[src/hsg_pkg.sv]
package hsg_pkg;

    localparam int FRAC_BITS = 16;
    localparam int CFG_IDX_W = 3;
    localparam int CFG_DATA_W = 48;

    localparam logic [CFG_IDX_W-1:0] CFG_LAMBDA  = 3'd0;
    localparam logic [CFG_IDX_W-1:0] CFG_MIN_CNT = 3'd1;
    localparam logic [CFG_IDX_W-1:0] CFG_MIN_WT  = 3'd2;
    localparam logic [CFG_IDX_W-1:0] CFG_MIN_GN  = 3'd3;
    localparam logic [CFG_IDX_W-1:0] CFG_MODE    = 3'd4;

    localparam logic signed [47:0] GAIN_MAX = 48'sh7FFF_FFFF_FFFF;
    localparam logic signed [47:0] GAIN_MIN = 48'sh8000_0000_0000;
    localparam logic [16:0] ONE_Q = 17'd65536;

    localparam logic [6:0] STEPS_VAR  = 7'd64;
    localparam logic [6:0] STEPS_MEAN = 7'd32;
    localparam logic [6:0] STEPS_WGT  = 7'd41;
    localparam logic [6:0] STEPS_LEAF = 7'd48;

    typedef struct packed {
        logic        start;
        logic [63:0] dividend;
        logic [32:0] divisor;
        logic [6:0]  steps;
    } t_div_req;

    typedef struct packed {
        logic        done;
        logic [63:0] quot;
    } t_div_rsp;

    typedef struct packed {
        logic               split_valid;
        logic [15:0]        split_feature;
        logic [7:0]         split_bin;
        logic signed [47:0] split_gain;
        logic signed [31:0] left_grad_sum;
        logic [31:0]        left_hess_sum;
        logic [23:0]        left_samples;
        logic signed [31:0] right_grad_sum;
        logic [31:0]        right_hess_sum;
        logic [23:0]        right_samples;
        logic signed [31:0] left_leaf;
        logic signed [31:0] right_leaf;
    } t_split;

    function automatic logic [31:0] sat32(input logic [32:0] v);
        logic [31:0] r;
        if (v[32] != v[31]) begin
            r = v[32] ? 32'h8000_0000 : 32'h7FFF_FFFF;
        end else begin
            r = v[31:0];
        end
        return r;
    endfunction

endpackage

[src/hsg_div.sv]
module hsg_div (
    input  logic              i_clk,
    input  logic              i_rst_n,
    input  hsg_pkg::t_div_req i_req,
    output hsg_pkg::t_div_rsp o_rsp
);

    logic [63:0] r_q;
    logic [32:0] r_rem;
    logic [32:0] r_d;
    logic [6:0]  r_cnt;
    logic        r_busy;
    logic        r_done;
    logic [33:0] w_trial;
    logic        w_ge;

    assign w_trial = {r_rem, r_q[63]};
    assign w_ge = (w_trial >= {1'b0, r_d});

    always_ff @(posedge i_clk) begin
        if (!i_rst_n) begin
            r_busy <= 1'b0;
            r_done <= 1'b0;
            r_cnt  <= '0;
        end else begin
            r_done <= 1'b0;
            if (i_req.start) begin
                r_q    <= i_req.dividend;
                r_rem  <= '0;
                r_d    <= i_req.divisor;
                r_cnt  <= i_req.steps;
                r_busy <= 1'b1;
            end else if (r_busy) begin
                r_rem <= w_ge ? 33'(w_trial - {1'b0, r_d}) : w_trial[32:0];
                r_q   <= {r_q[62:0], w_ge};
                r_cnt <= r_cnt - 7'd1;
                if (r_cnt == 7'd1) begin
                    r_busy <= 1'b0;
                    r_done <= 1'b1;
                end
            end
        end
    end

    assign o_rsp.done = r_done;
    assign o_rsp.quot = r_q;

endmodule

[config.mk]
export PLATFORM = sky130hd
export DESIGN_NAME = hsg_div
export DESIGN_NICKNAME = d
export VERILOG_FILES = /design/src/hsg_pkg.sv /design/src/hsg_div.sv
export SDC_FILE = /design/constraint.sdc
export NUM_CORES = 1
export LEC_CHECK = 0
export ABC_AREA = 1
export BUFFER_PORTS_ARGS = -buffer_cell sky130_fd_sc_hd__buf_2
export CAP_MARGIN = 20
export CORE_MARGIN = 2
export CORE_UTILIZATION = 32
export CTS_BUF_LIST = sky130_fd_sc_hd__clkbuf_8
export CTS_CLUSTER_SIZE = 25
export DETAILED_ROUTE_END_ITERATION = 8
export GPL_ROUTABILITY_DRIVEN = 0
export PLACE_DENSITY = 0.64
export SLEW_MARGIN = 20
export SYNTH_ARGS = -nofsm -noshare
export SYNTH_HDL_FRONTEND = slang
export SYNTH_SLANG_ARGS = --single-unit
[constraint.sdc]
create_clock -name i_clk -period 5.1 [get_ports i_clk]
set_clock_uncertainty 0.1 [all_clocks]
set_input_delay 0.51 -clock i_clk [delete_from_list [all_inputs] [get_ports i_clk]]
set_output_delay 0.51 -clock i_clk [all_outputs]
set_load 0.02 [all_outputs]
* Word-level counts from Yosys, hierarchy flattened *
Cells that the tools add are included.
Widths: inputs -> output; s select.

storage, ports and cells
  flip-flop bits (word level) = 139
  bits of input ports = 107
  output and inout port bits = 65
  logic and storage cells = 26

cells by class
  add/sub/neg operators = 2
  magnitude comparators = 1
  eq/ne operators = 1
  multiplexer cells = 10
  bitwise logic cells = 2
  reductions and logical operators = 4

operator list
  kind                 number
  $mux 64              2
  $mux 33              2
  $ge 34x33->1         1
  $sub 33x33->33       1
  $mux 7               2
  $eq 7x1->1 const B   1
  $sub 7x1->7 const B  1
  $mux 1               4
  $reduce_and 2->1     2
  $reduce_or 3->1      1
  $not 1->1            2
  $reduce_bool 2->1    1

* Longest topological paths before layout *
  word-level depth = 4
  depth in mapped cells = 16
  depth with buffers taken out = 16

* Worst setup path after synthesis *
OpenSTA, ideal clock, no wires.

  path kind = in2reg
  start = input port i_rst_n
  end = register r_q[0] (enable)
  library setup time = 0.554 ns
  arrival time = 4.663 ns
  data required time = 4.446 ns
  setup slack = -0.217 ns
  cell stages on the path = 2
  path buffers = 0
  path through = inv_1 > nor2_1

on the way
  word-level cells in the longest chain between the ends = 1

ends and longest elaborated chain
  item                               line           source
  start: declaration                 hsg_div.sv:3   input logic i_rst_n,
  $reduce_and 2->1 (no source line)  -
  end signal: assignment             hsg_div.sv:28  r_q <= i_req.dividend;
  end signal: assignment             hsg_div.sv:35  r_q <= {r_q[62:0], w_ge};
  end: declaration                   hsg_div.sv:8   logic [63:0] r_q;

No other way between the ends.
A chain may end at the register's enable or synchronous reset.

* Worst setup path in the final report *
  start = register r_rem[19]
  end = register r_rem[17], data pin

on the way
  word-level cells in the longest chain between the ends = 3

ends and longest elaborated chain
  item                      line           source
  start: declaration        hsg_div.sv:9   logic [32:0] r_rem;
  start signal: assignment  hsg_div.sv:34  r_rem <= w_ge ? 33'(w_trial - {1'b0, r_d}) : w_trial[32:0];
  $ge 34x33->1              hsg_div.sv:18  assign w_ge = (w_trial >= {1'b0, r_d});
  $mux 33                   hsg_div.sv:34
  $mux 33                   hsg_div.sv:33  end else if (r_busy) begin

No other way between the ends. The select of a mux whose other input is x is not followed.

==> flow_summary.yaml <==
run_status:
  status: "finished, final reports clean"
clock_network:
  cts_buffers: 17
  cts_max_path_buffers: 2
  h-tree-depth: 4
  clk_pin_slew_ps: 100
  cts_resized: 0
  post-cts-setup-buffers: 0
  cts_sinks: 139
  clock_latency_ps: 460
  hold_buffers: 0
  cts_tree: "done"
  cts-root-buf: "clkbuf_8"
floorplan:
  die_y_um: 172
  initial_core_util_pct: 32.6
  die_area_mm2: 0.0296
  die_w_um: 172
  core-area_mm2: 0.0278
  num_rows: 61
  ios: 172
layout:
  syn_to_final_growth_pct: 17.7
  num-nets-final: 1506
  drive_gt1_share_pct: 20.2
  final_cell_mix: "nand2_1, inv_1, buf_2"
  final_common_cell: "nand2_1"
sta:
  setup_viol: 0
  tns_ps: 0
  slew_headroom_pct: 37.8
  setup_slack_ps: 2050
  timing_hold_violations_final: 0
  period_minus_slack_ps: 3050
  max_freq_ghz: 0.328
  post-route-period-util_pct: 59.7
  grt_setup_unrepaired: "no"
  finalMaxSlewViolations: 0
  worst_pin_slew_ps: 934
synthesis:
  ys_ff_latch: 139
  synth_top_area_cell: "edfxtp_1"
  synth-compound-area-share_pct: 2.17
  postSynthCellCount: 1195
  synth_xor_area_share_pct: 1.74
  syn_nets: 1338
  yosys-top-cells-area: "edfxtp_1, nand2_1, inv_1"
  postSynthAreaPerCell_um2: 7.57
  synth_top_area_share_pct: 43.2
  synth-seq-area-share_pct: 45.1
  synth-simple-area-share_pct: 34.7
  syn_area_mm2: 0.00905
  synth_top_family_by_area: "simple AND/OR/NAND/NOR gates"
  synthAdderAreaFrac_pct: 5.06
  synth_cell_types: 39
  yosysWarnings: 0
  muxShareOfSynthArea_pct: 0
place:
  hpwl_um: 17800
  port_buffers: 171
  dpl_worst_slack_ps: 2070
grt:
  track_usage_pct: 16.5
  antenna_found_initial: 0
  grt_pass1_wl_um: 38200
  grt_max_degree: 75
  grt_remaining_overflow: 0
  first_global_vias: 7658
power_and_ir_drop:
  p_leak_nw: 5.58
  switchingPower_mw: 1.16
  power_per_cell_area_mw_per_mm2: 313
  worst_ir_drop_vdd_mv: 0.171
  clkPwrFrac_pct: 30.9
  combPwrFrac_pct: 26.7
  p_int_mw: 2.17
  seqPwrFrac_pct: 42.4
  swShare_pct: 34.8
worst_setup_path:
  cp-end-kind: "flip-flop"
  worstPathRequired_ps: 5210
  cp.arrival_ps: 3150
  cp-start-kind: "flip-flop"
  cp_max_fo: 14
  critPathKind: "flip-flop to flip-flop"
route:
  postRouteAntennaNets: 0
  wl_um: 23600
  vias: 7815
  dr.pass1.iters: 5
  drc: 0
  vias_per_cell: 4.45
  wl_per_cell_um: 13.4
  initialDrtViolationCount: 429
hold_path:
  min_path_type: "primary input to flip-flop"
job:
  drv_cap: 0
-- critical path: stages, from the launching register on --
cell	delay [ps]
edfxtp_1	400
ha_1	370
nand2_1	150
inv_1	50
nand2_1	60
nand2_1	70
nand2_1	60
nand2_1	60
nand2_1	100
nand3_2	70
nor2_2	550
nand2_1	470
nor2_1	200
nor2_1	60
-- cell type report --
cell class	count	area, um^2
Sequential cell	139	4080
Multi-Input combinational cell	817	3960
Timing Repair Buffer	177	901
Tap cell	378	473
Clock inverter	15	200
Antenna cell	1	2.50
Clock buffer	17	234
Inverter	211	793
Fill cell	3004	17100
-- metrics by stage --
| stage | cells | instance area [um^2] | total power, mW | hold slack, ps | utilization, % |
|---|---|---|---|---|---|
| 2_1_floorplan | 1195 | 9050 | 2.09 | 364 | - |
| 3_3_place_gp | 1722 | 10200 | 2.32 | 377 | 36.8 |
| 3_5_place_dp | 1722 | 10200 | 2.33 | 388 | 36.8 |
| 4_1_cts | 1754 | 10600 | 3.37 | 95.3 | 38.3 |
| 5_1_grt | 1754 | 10600 | 3.54 | 91.4 | 38.3 |
| 6_report | 1755 | 10600 | 3.33 | 124 | 38.3 |
-- kinds of logic after synthesis --
kind of cell,Yosys count
AND/OR/NAND/NOR,727
buffers and inverters,239
flip-flops,139
AO/OA/AOI/OAI,36
adder cells (fa/ha/maj),36
XOR/XNOR,18
-- state kept, by name, summed over array words and instances (netlist names) --
register and cells:
r_cnt 7, r_d 33, r_done 1, r_busy 1
r_rem 33, r_q 64
-- cells in the mapped netlist, drive strengths merged --
cell	n
a21boi	1
a21oi	19
a31oi	5
and2	8
and3	1
buf	16
clkbuf	12
clkinv	2
dfxtp	9
edfxtp	130
fa	1
ha	35
inv	209
nand2	527
nand3	51
nand3b	8
nand4	9
nor2	119
nor3	2
nor4	1
o211ai	1
o21ai	8
o21bai	2
or2	1
xnor2	1
xor2	17
-- metal layers --
metal	vias up	GRT usage (%)	wire length, um
met1	3525	21.2	10600
met3	23	4.55	1800
li1	4005	-	-
met5	-	0	0
met4	0	3.87	303
met2	262	27.6	10900
-- power by group through the flow --
stage | registers [mW] | clock network [mW] | logic (mW)
2_1_floorplan | 1.47 | 0 | 0.624
3_3_place_gp | 1.44 | 0 | 0.883
3_5_place_dp | 1.43 | 0 | 0.893
4_1_cts | 1.41 | 1.06 | 0.895
5_1_grt | 1.42 | 1.10 | 1.01
6_report | 1.41 | 1.03 | 0.889
-- path summary, 6_finish.rpt --
kind / from / to / slack (ps) / depth (start not counted)
max: r_rem[19]$_SDFFCE_PP0P_ / r_rem[17]$_SDFFCE_PP0P_ / 2050 / 13
min: i_req[35] / r_d[28]$_DFFE_PP_ / 120 / 1
max reg2reg: r_rem[19]$_SDFFCE_PP0P_ / r_rem[17]$_SDFFCE_PP0P_ / 2050 / 13
min reg2reg: r_cnt[6]$_SDFFE_PN0N_ / r_cnt[6]$_SDFFE_PN0N_ / 400 / 2
Power figures use the tool's default switching activity.
